===== src/rtl/indexed_min_heap_open_list_macros.svh =====
// Assertion macros shared by the open list RTL.
`ifndef INDEXED_MIN_HEAP_OPEN_LIST_MACROS_SVH
`define INDEXED_MIN_HEAP_OPEN_LIST_MACROS_SVH

// Same-cycle implication, checked out of reset.
`define IMHOL_ASSERT_IMP(lbl, ante, cons) \
    lbl: assert property (@(posedge aclk) disable iff (!aresetn) (ante) |-> (cons)) \
        else $error("open list check failed");

// Next-cycle implication, checked out of reset.
`define IMHOL_ASSERT_NEXT(lbl, ante, cons) \
    lbl: assert property (@(posedge aclk) disable iff (!aresetn) (ante) |=> (cons)) \
        else $error("open list check failed");

`endif


===== src/rtl/imhol_ram.sv =====
// Generic single-write, single-read RAM with registered read-first output.
`default_nettype none
module imhol_ram #(
    parameter int WIDTH = 8,
    parameter int DEPTH = 16
) (
    input  wire                      aclk,
    input  wire                      we,
    input  wire [$clog2(DEPTH)-1:0]  waddr,
    input  wire [WIDTH-1:0]          wdata,
    input  wire [$clog2(DEPTH)-1:0]  raddr,
    output logic [WIDTH-1:0]         rdata
);
    logic [WIDTH-1:0] mem_reg [DEPTH];
    logic [WIDTH-1:0] rdata_reg;

    always_ff @(posedge aclk) begin
        if (we) begin
            mem_reg[waddr] <= wdata;
        end
        rdata_reg <= mem_reg[raddr];
    end

    assign rdata = rdata_reg;
endmodule
`default_nettype wire


===== config.mk =====
export PLATFORM = sky130hd
export DESIGN_NAME = imhol_ram
export DESIGN_NICKNAME = d
export VERILOG_FILES = /design/src/rtl/indexed_min_heap_open_list_macros.svh /design/src/rtl/imhol_ram.sv
export SDC_FILE = /design/constraint.sdc
export NUM_CORES = 1
export LEC_CHECK = 0
export BUFFER_PORTS_ARGS = -buffer_cell sky130_fd_sc_hd__buf_2
export CAP_MARGIN = 20
export CORE_MARGIN = 8
export CORE_UTILIZATION = 40
export DETAILED_ROUTE_END_ITERATION = 8
export PLACE_DENSITY_LB_ADDON = 0.05
export SLEW_MARGIN = 20
export SYNTH_ARGS = -nofsm -noshare
export SYNTH_HDL_FRONTEND = slang
export SYNTH_SLANG_ARGS = --single-unit
export TNS_END_PERCENT = 5

===== constraint.sdc =====
create_clock -name aclk -period 1.9 [get_ports aclk]
set_clock_uncertainty 0.2 [all_clocks]
set_input_delay 0.095 -clock aclk [delete_from_list [all_inputs] [get_ports aclk]]
set_output_delay 0.095 -clock aclk [all_outputs]
set_load 0.02 [all_outputs]

==> impl_results.md <==
- DRT iter0 DRCs: 164
- Fin crit period: 1.58 ns
- Yosys top cell by area: edfxtp_1
- Layout cells sized above 1: 28.1%
- CTS max path bufs: 2
- Final cycle utilization of the critical path: 83.4%
- Wire per inst: 22.5 um
- Pint: 5130 uW
- Reg clk slew, reported paths: 0.05 ns
- Post-route ant nets: 0
- Hold Crit Start: waddr[0]
- Number of I/O pins: 26
- Util after Layout: 48.9%
- Critical Path AT: 1.68 ns
- Max reg flops: 128
- Worst-path maximum fanout: 1
- Syn_nets: 247
- Initial core utilization: 40.8%
- R2R setup slack: 0.32 ns
- CP max-delay cell: mux4_1
- Final hold viol count: 0
- Buf+Inv Stages, Crit Path: 0
- GRT Util Overall: 14.2%
- H-tree depth: 4
- Register bit total from synthesis: 136
- Final #Nets: 312
- Core Area: 0.0126 mm^2
- Setup TNS: 0 ns
- Fraction of registers with async set/reset: 0%
- Hold crit path type: in -> reg
- Synth Flop Type: edfxtp_1
- DP HPWL: 6.76 mm
- Syn. warnings: 0
- R2R Path Start: mem_reg[3][1]
- Critical path's top delay family: multiplexers
- Final wirelength: 10.8 mm
- Die Ht: 129 um
- Post-synth EDFFs: 128
- TritonCTS buffer count: 17
- Comb power frac: 5.6%
- Setup bufs post-CTS: 0
- Flop pwr share: 52.6%
- Pleak: 0.00210 uW
- Relative slew slack: 71.6%
- Clock share of power: 41.8%
- Area contributors post-synth: edfxtp_1 (75%), mux4_2 (7.9%), mux4_1 (7.1%), dfxtp_1 (3.1%), a22oi_1 (2.3%)
- Setup violations, final: 0
- Worst endpoint required time: 1.99 ns
- Psw: 1280 uW
- Yosys top cell area share: 74.7%
- Peak supply drop: 0.000513 V
- Netlist cell types: 19
- Drt pass-1 iters: 4
- Average cell area after synthesis: 22.5 um^2
- Pwr Density: 1040 mW/mm^2
- Number of diodes: 0
- Cell breakdown of the critical path: mux4_1, a22oi_1, nand2_1
- Row count: 41
- Pin count of the biggest net entering global routing: 33
- Max Transition Viols Final: 0
- Sequential area share after synthesis: 77.8%
- Root Buffer Master: clkbuf_16
- Fillers: 1,080
- Fmax: 631 MHz
- CP startpoint kind: register
- DIE WIDTH: 129 um
- Remaining DRCs: 0
- Gpl congestion: 0.721
- Port buffer count: 25
- Clk_lat worst skew: 0.41 ns
- Synth Instances: 229
- Reg-to-reg endpoint: rdata[1]
- Initial antenna violation count: 0
- Number of global-route vias before repair: 2,615
- Max Cap Viol: 0
- CP Class: reg -> reg
- Crit. End Element: register
- Area delta synth->final: 19.9%
- Drt via density: 5.11
- CTS tree: done
- Slowest cell delay on critical path: 0.50 ns
- Die area: 0.0168 mm^2
- Hold endpoint: mem_reg[4][3]
- Status: finished clean
- Min-Delay Path Depth: 3
- Total congestion overflow: 0
- Switching share of power: 20.0%
- Global-route wire length before repair: 16.3 mm
- Synthesized area: 0.00515 mm^2
- Tightest Pin Transition: 0.426 ns
- Detailed-route via count: 2,442
- CTS sink count: 136
- Unrepaired setup endpoints after global routing: no
- Worst Reg2Reg Path Length in Cells: 3
power by group through the flow:
stage	combinational (uW)	clock, uW	sequential [uW]
6_report	361	2680	3370
5_1_grt	393	2860	3380
4_1_cts	370	2740	3370
3_5_place_dp	356	0	3430
3_3_place_gp	355	0	3430
2_1_floorplan	170	0	3460
worst register-to-register path, stage by stage, from the launching register on:
cell and delay, ns:
edfxtp_1 0.37, mux4_1 0.50, a22oi_1 0.33, nand2_1 0.08
cell usage in the layout, fill, tap and decap left out, types with 2 or more instances in the layout:
cell type / count
buf_12: 3
buf_2: 25
nand2b_1: 2
a22oi_1: 16
nor3_1: 4
nor2_1: 13
edfxtp_1: 128
clkinv_2: 2
mux4_1: 14
nand2_1: 9
clkbuf_1: 6
dlygate4sd3_1: 8
mux4_2: 18
dfxtp_1: 8
buf_4: 20
clkinv_1: 6
nand3b_1: 2
clkbuf_16: 17
worst max path at each step:
stage	slack [ns]	from	cells after the start	endpoint
after detailed placement	0.07	raddr[0]	5	rdata[1]
after global routing	0.20	mem_reg[1][1]	3	rdata[1]
final	0.32	mem_reg[3][1]	3	rdata[1]
after global placement	0.09	raddr[0]	5	rdata[1]
after CTS	0.29	mem_reg[0][1]	3	rdata[1]
after floorplan	0.11	waddr[2]	2	mem_reg[0][0]
final cells by class:
cell class              count  area [um^2]  share of cell area, %
well taps                 172          215                   3.49
flip-flops and latches    136         4000                   64.9
repair buffers             56          415                   6.73
clock inverters             8         32.5                  0.527
multi-input cells          83         1060                   17.1
clock buffers              23          448                   7.26
logic make-up after synthesis:
logic type	Yosys count	synth area share [%]
flops	136	77.8
simple gates	35	3.18
mux	32	15.0
compound gates	16	2.33
buf+inv	10	1.68
cell usage after synthesis, drive strengths merged, types with 2 or more instances:
| master | count |
|---|---|
| buf | 7 |
| nand2 | 9 |
| nor3 | 4 |
| dfxtp | 8 |
| edfxtp | 128 |
| a22oi | 16 |
| mux4 | 32 |
| nand3b | 2 |
| nand2b | 2 |
| nor2 | 13 |
| clkdlybuf4s25 | 3 |
repair_timing:
item,in CTS,in global routing
gates resized for setup,0,0
hold endpoints to repair,128,0
hold buffers,8,0
metrics by stage:
| step | total power [uW] | std cells | area, um^2 | hold slack, ns | setup WS, ns |
|---|---|---|---|---|---|
| floorplan | 3630 | 229 | 5150 | -0.00613 | 0.112 |
| global placement | 3790 | 439 | 5610 | 0.296 | 0.0946 |
| detailed placement | 3790 | 439 | 5610 | 0.301 | 0.0742 |
| CTS | 6480 | 478 | 6170 | 0.00624 | 0.294 |
| global route | 6630 | 478 | 6170 | 0.0434 | 0.202 |
| finish | 6420 | 478 | 6170 | 0.0260 | 0.315 |
routing by layer:
metal  up-vias  part of all wire (%)  track usage, %
li1       1104                     -               -
met1      1258                    47            18.7
met2        65                    45            21.1
met3        15                   5.7            3.45
met4         0                   2.2            7.86
met5         -                     0               0
(Power assumes the default switching activity.)
