File: src/rtl/indexed_min_heap_open_list_macros.svh
// Assertion macros shared by the open list RTL.
`ifndef INDEXED_MIN_HEAP_OPEN_LIST_MACROS_SVH
`define INDEXED_MIN_HEAP_OPEN_LIST_MACROS_SVH

// Same-cycle implication, checked out of reset.
`define IMHOL_ASSERT_IMP(lbl, ante, cons) \
    lbl: assert property (@(posedge aclk) disable iff (!aresetn) (ante) |-> (cons)) \
        else $error("open list check failed");

// Next-cycle implication, checked out of reset.
`define IMHOL_ASSERT_NEXT(lbl, ante, cons) \
    lbl: assert property (@(posedge aclk) disable iff (!aresetn) (ante) |=> (cons)) \
        else $error("open list check failed");

`endif

File: src/rtl/imhol_pkg.sv
// Types, codes and constants of the open list.
`default_nettype none
package imhol_pkg;
    localparam int LIST_DEPTH_DEF = 1024;
    localparam int MAX_NODES_DEF  = 4096;

    localparam int NODE_W   = 12;
    localparam int KEY_W    = 32;
    localparam int PARENT_W = 13;
    localparam int LINK_W   = 16;
    localparam int GATE_W   = 16;
    localparam int FUNC_W   = 3;
    localparam int STATUS_W = 3;
    localparam int NCNT_W   = 13;
    localparam int PADDR_W  = 3;
    localparam int S_DATA_W = 144;
    localparam int M_DATA_W = 144;

    localparam logic [FUNC_W-1:0] FUNC_INSERT      = 3'd0;
    localparam logic [FUNC_W-1:0] FUNC_EXTRACT     = 3'd1;
    localparam logic [FUNC_W-1:0] FUNC_QUERY       = 3'd2;
    localparam logic [FUNC_W-1:0] FUNC_SET_VISITED = 3'd3;
    localparam logic [FUNC_W-1:0] FUNC_CLEAR       = 3'd4;

    localparam logic [STATUS_W-1:0] STATUS_OK      = 3'd0;
    localparam logic [STATUS_W-1:0] STATUS_EMPTY   = 3'd1;
    localparam logic [STATUS_W-1:0] STATUS_RANGE   = 3'd2;
    localparam logic [STATUS_W-1:0] STATUS_FULL    = 3'd3;
    localparam logic [STATUS_W-1:0] STATUS_DROPPED = 3'd4;

    localparam logic [PADDR_W-1:0] REG_NODE_COUNT = 3'd0;
    localparam logic [NCNT_W-1:0]  NODE_COUNT_RST = 13'd4096;

    localparam logic [KEY_W-1:0]    KEY_NEVER     = 32'd409600000;
    localparam logic [LINK_W-1:0]   LINK_NONE     = 16'hFFFF;
    localparam logic [PARENT_W-1:0] PARENT_NONE   = 13'h1FFF;

    typedef struct packed {
        logic [NODE_W-1:0]   node;
        logic [KEY_W-1:0]    key;
        logic [KEY_W-1:0]    cost;
        logic [PARENT_W-1:0] parent;
        logic [LINK_W-1:0]   link;
        logic [2*GATE_W-1:0] gates;
        logic                visited;
    } entry_t;
endpackage
`default_nettype wire

File: src/rtl/imhol_cfg.sv
// APB register slice holding the node count.
`default_nettype none
module imhol_cfg (
    input  wire                          aclk,
    input  wire                          aresetn,
    input  wire                          psel,
    input  wire                          penable,
    input  wire                          pwrite,
    input  wire [imhol_pkg::PADDR_W-1:0] paddr,
    input  wire [31:0]                   pwdata,
    output logic [31:0]                  prdata,
    output logic                         pready,
    output logic [imhol_pkg::NCNT_W-1:0] node_count
);
    import imhol_pkg::*;

    logic [NCNT_W-1:0] node_count_reg;
    logic [NCNT_W-1:0] node_count_next;

    always_comb begin
        node_count_next = node_count_reg;
        if (psel && penable && pwrite && paddr == REG_NODE_COUNT) begin
            node_count_next = pwdata[NCNT_W-1:0];
        end
    end

    always_ff @(posedge aclk) begin
        if (!aresetn) begin
            node_count_reg <= NODE_COUNT_RST;
        end else begin
            node_count_reg <= node_count_next;
        end
    end

    assign pready     = 1'b1;
    assign prdata     = (paddr == REG_NODE_COUNT) ? {{(32-NCNT_W){1'b0}}, node_count_reg} : 32'd0;
    assign node_count = node_count_reg;
endmodule
`default_nettype wire

File: config.mk
export PLATFORM = sky130hd
export DESIGN_NAME = imhol_cfg
export DESIGN_NICKNAME = d
export VERILOG_FILES = /design/src/rtl/indexed_min_heap_open_list_macros.svh /design/src/rtl/imhol_pkg.sv /design/src/rtl/imhol_cfg.sv
export SDC_FILE = /design/constraint.sdc
export NUM_CORES = 1
export LEC_CHECK = 0
export ABC_AREA = 1
export BUFFER_PORTS_ARGS = -buffer_cell sky130_fd_sc_hd__buf_2
export CORE_MARGIN = 2
export CORE_UTILIZATION = 33
export CTS_BUF_LIST = sky130_fd_sc_hd__clkbuf_2
export DETAILED_ROUTE_END_ITERATION = 8
export PLACE_DENSITY = 0.78
export SLEW_MARGIN = 20
export SYNTH_ARGS = -nofsm -noshare
export SYNTH_HDL_FRONTEND = slang
export SYNTH_SLANG_ARGS = --single-unit
File: constraint.sdc
create_clock -name aclk -period 1.1 [get_ports aclk]
set_clock_uncertainty 0.2 [all_clocks]
set_input_delay 0.165 -clock aclk [delete_from_list [all_inputs] [get_ports aclk]]
set_output_delay 0.165 -clock aclk [all_outputs]
set_load 0.03 [all_outputs]
==> flow_summary.yaml <==
grt:
  grt_pass1_wl_um: 3310
  grt_pass1_vias: 778
  antenna_found_initial: 0
  grt_start_max_net_pins: 14
  grt-ovfl-total: 0
  grt_usage_pct: 15.5
sta:
  setup_ws_ns: -0.171
  clock.fmax_mhz: 787
  min_period_ns: 1.27
  finalSetupViolations: 37
  rsz0062_at_grt: "true"
  post-route-period-util_pct: 116
  hold_viol_final: 0
  maxSlewViolCount: 0
  finalSetupTns_ns: -2.65
yosys:
  synth-seq-area-share_pct: 30.5
  synthesis.area_um2: 852
  ys_types: 14
  yosys_warnings: 0
  ys_seq_elements: 13
  avgSynthCellArea_um2: 6.17
  synth_edf_count: 0
  async_reset_ff_share_pct: 0
  synthCells: 138
  synth_top_area_cell: "dfxtp_1"
  synthTopCellsByArea: "dfxtp_1 (31%), buf_4 (19%), nor2_1 (17%), inv_1 (12%), nand3_1 (8.2%)"
  ys.flop_type: "dfxtp_1"
  yosys.area.top_type_share_pct: 30.5
finish:
  fin_area_um2: 1510
  fin_nets: 238
  layout_commonest_cell: "buf_6"
  largest_reg_flops: 13
  antenna_cells: 0
  areaGrowthSynthToFinish_pct: 77.5
  layout-drive-gt1-share_pct: 53.8
  filler_cell_count: 218
  layout_common_cells: "buf_6 (29), nor2_1 (24), conb_1 (20), buf_2 (18), nor2_4 (16)"
routing:
  totalWireLength_um: 2380
  first_pass_iters: 4
  wire_per_inst_um: 10.5
  dr_wl_met2_um: 1360
  drc: 0
  drt_iter0_markers: 10
  vias: 922
  postRouteAntennaNets: 0
  wl_met3_um: 187
  wl_met1_um: 805
  highest_layer: "met4"
  vias_per_cell: 4.06
clocking:
  clk_latency_ns: 0.26
  htreeDepth: 1
  cts.clk_slew.worst_paths_ns: 0.13
  cts_tree: "done"
  cts_buffer_depth: 2
  cts_buffers: 3
  clkSinkCount: 13
  cts-root-buf: "clkbuf_2"
placed_design:
  dpl_cell_area_um2: 1190
  routabilityCongestion: 0.683
  dp_hpwl_um: 1510
  io_buffers: 46
worst_setup_path:
  end_kind: "output pin"
  path_class: "register to output pin"
  worstPathRequired_ns: 0.73
  arrival_ns: 0.91
  worst-path-max-fanout: 3
  critPathLaunchType: "register"
power_and_ir_drop:
  power.leakage_nw: 0.750
  p_int_mw: 0.670
  power.share.clock_pct: 24.1
  p_sw_share_pct: 34.6
  combPwrFrac_pct: 29.2
  peakVddDrop_mv: 0.397
  p_sw_mw: 0.354
  seqPwrFrac_pct: 46.7
  p_per_area_nw_per_um2: 677
floorplanning:
  io_pins: 86
  die_area_um2: 3000
  core_area_um2: 2450
  dieHeight_um: 54.8
  die_x_um: 54.8
  rows: 18
  initial_core_util_pct: 34.7
min_path:
  hold_path.class: "input port to register"
run_status:
  violations: "setup timing"
  status: "finished with violations"
flow_run:
  drv_cap: 0
-- worst paths after layout --
check                                    start              to  slack, ns  cells after the start
worst max register to register   node_count[2]   node_count[2]       0.20                      3
worst min register to register  node_count[11]  node_count[11]       0.31                      2
worst max-delay path             node_count[4]       prdata[4]      -0.17                      3
worst min-delay path                   aresetn   node_count[7]       0.02                      3
-- stage by stage --
stage | util [%] | setup slack, ns | total power, mW | hold WS (ns) | std cells
after global placement | 48.5 | -0.176 | 0.741 | 0.185 | 214
after detailed placement | 48.5 | -0.209 | 0.743 | 0.189 | 214
after CTS | 58.2 | -0.157 | 1.02 | 0.000223 | 223
final | 61.6 | -0.171 | 1.02 | 0.0172 | 227
after global routing | 61.6 | -0.230 | 1.08 | 0.0112 | 227
after floorplan | - | -0.0269 | 0.735 | 0.0783 | 156
-- power groups by stage --
stage	logic [mW]	registers [mW]	clock network, mW
finish	0.299	0.478	0.247
global route	0.321	0.479	0.284
CTS	0.283	0.484	0.254
detailed placement	0.250	0.493	0
global placement	0.248	0.492	0
floorplan	0.231	0.504	0
-- cell usage after synthesis (2+ instances only) --
cell	count
conb_1	2
inv_1	28
nand3_1	14
nand2_1	14
dfxtp_1	13
buf_4	22
nor2_1	38
-- kinds of logic (layout without fill, tap and decap cells) --
family	count (synthesis)	after routing	synth area share, %
and+or+nand+nor	69	69	33.9
AOI/OAI and AO/OA	1	1	0.587
other	2	20	0.881
buffers and inverters	53	94	34.1
DFF	13	13	30.5
-- worst max-delay path, stage by stage (launching register included) --
cell and delay [ns]:
dfxtp_2 0.37, inv_2 0.05, nor2_4 0.10, buf_6 0.13
-- metal layers --
layer / vias to the layer above / GRT usage (%)
met5: - / 0
met4: 0 / 6.25
met1: 405 / 16.0
li1: 475 / -
met2: 40 / 30.0
met3: 2 / 3.01
-- area by class of cell --
class	count	area (µm²)	share of cell area, %
Inverter	28	105	6.95
Tap cell	30	37.5	2.48
Multi-Input combinational cell	90	487	32.2
Sequential cell	13	284	18.8
Timing Repair Buffer	62	579	38.3
Clock buffer	4	20.0	1.32
-- timing repair --
item                       4_1_cts  5_1_grt
buffers inserted                 1        3
pin swaps                       15        9
gates cloned                     1        0
hold endpoints to repair         3        1
resized for setup               62       17
setup endpoints to repair       26       36
hold buffers                     3        1
Note: power is estimated with default switching activity, not from simulation.
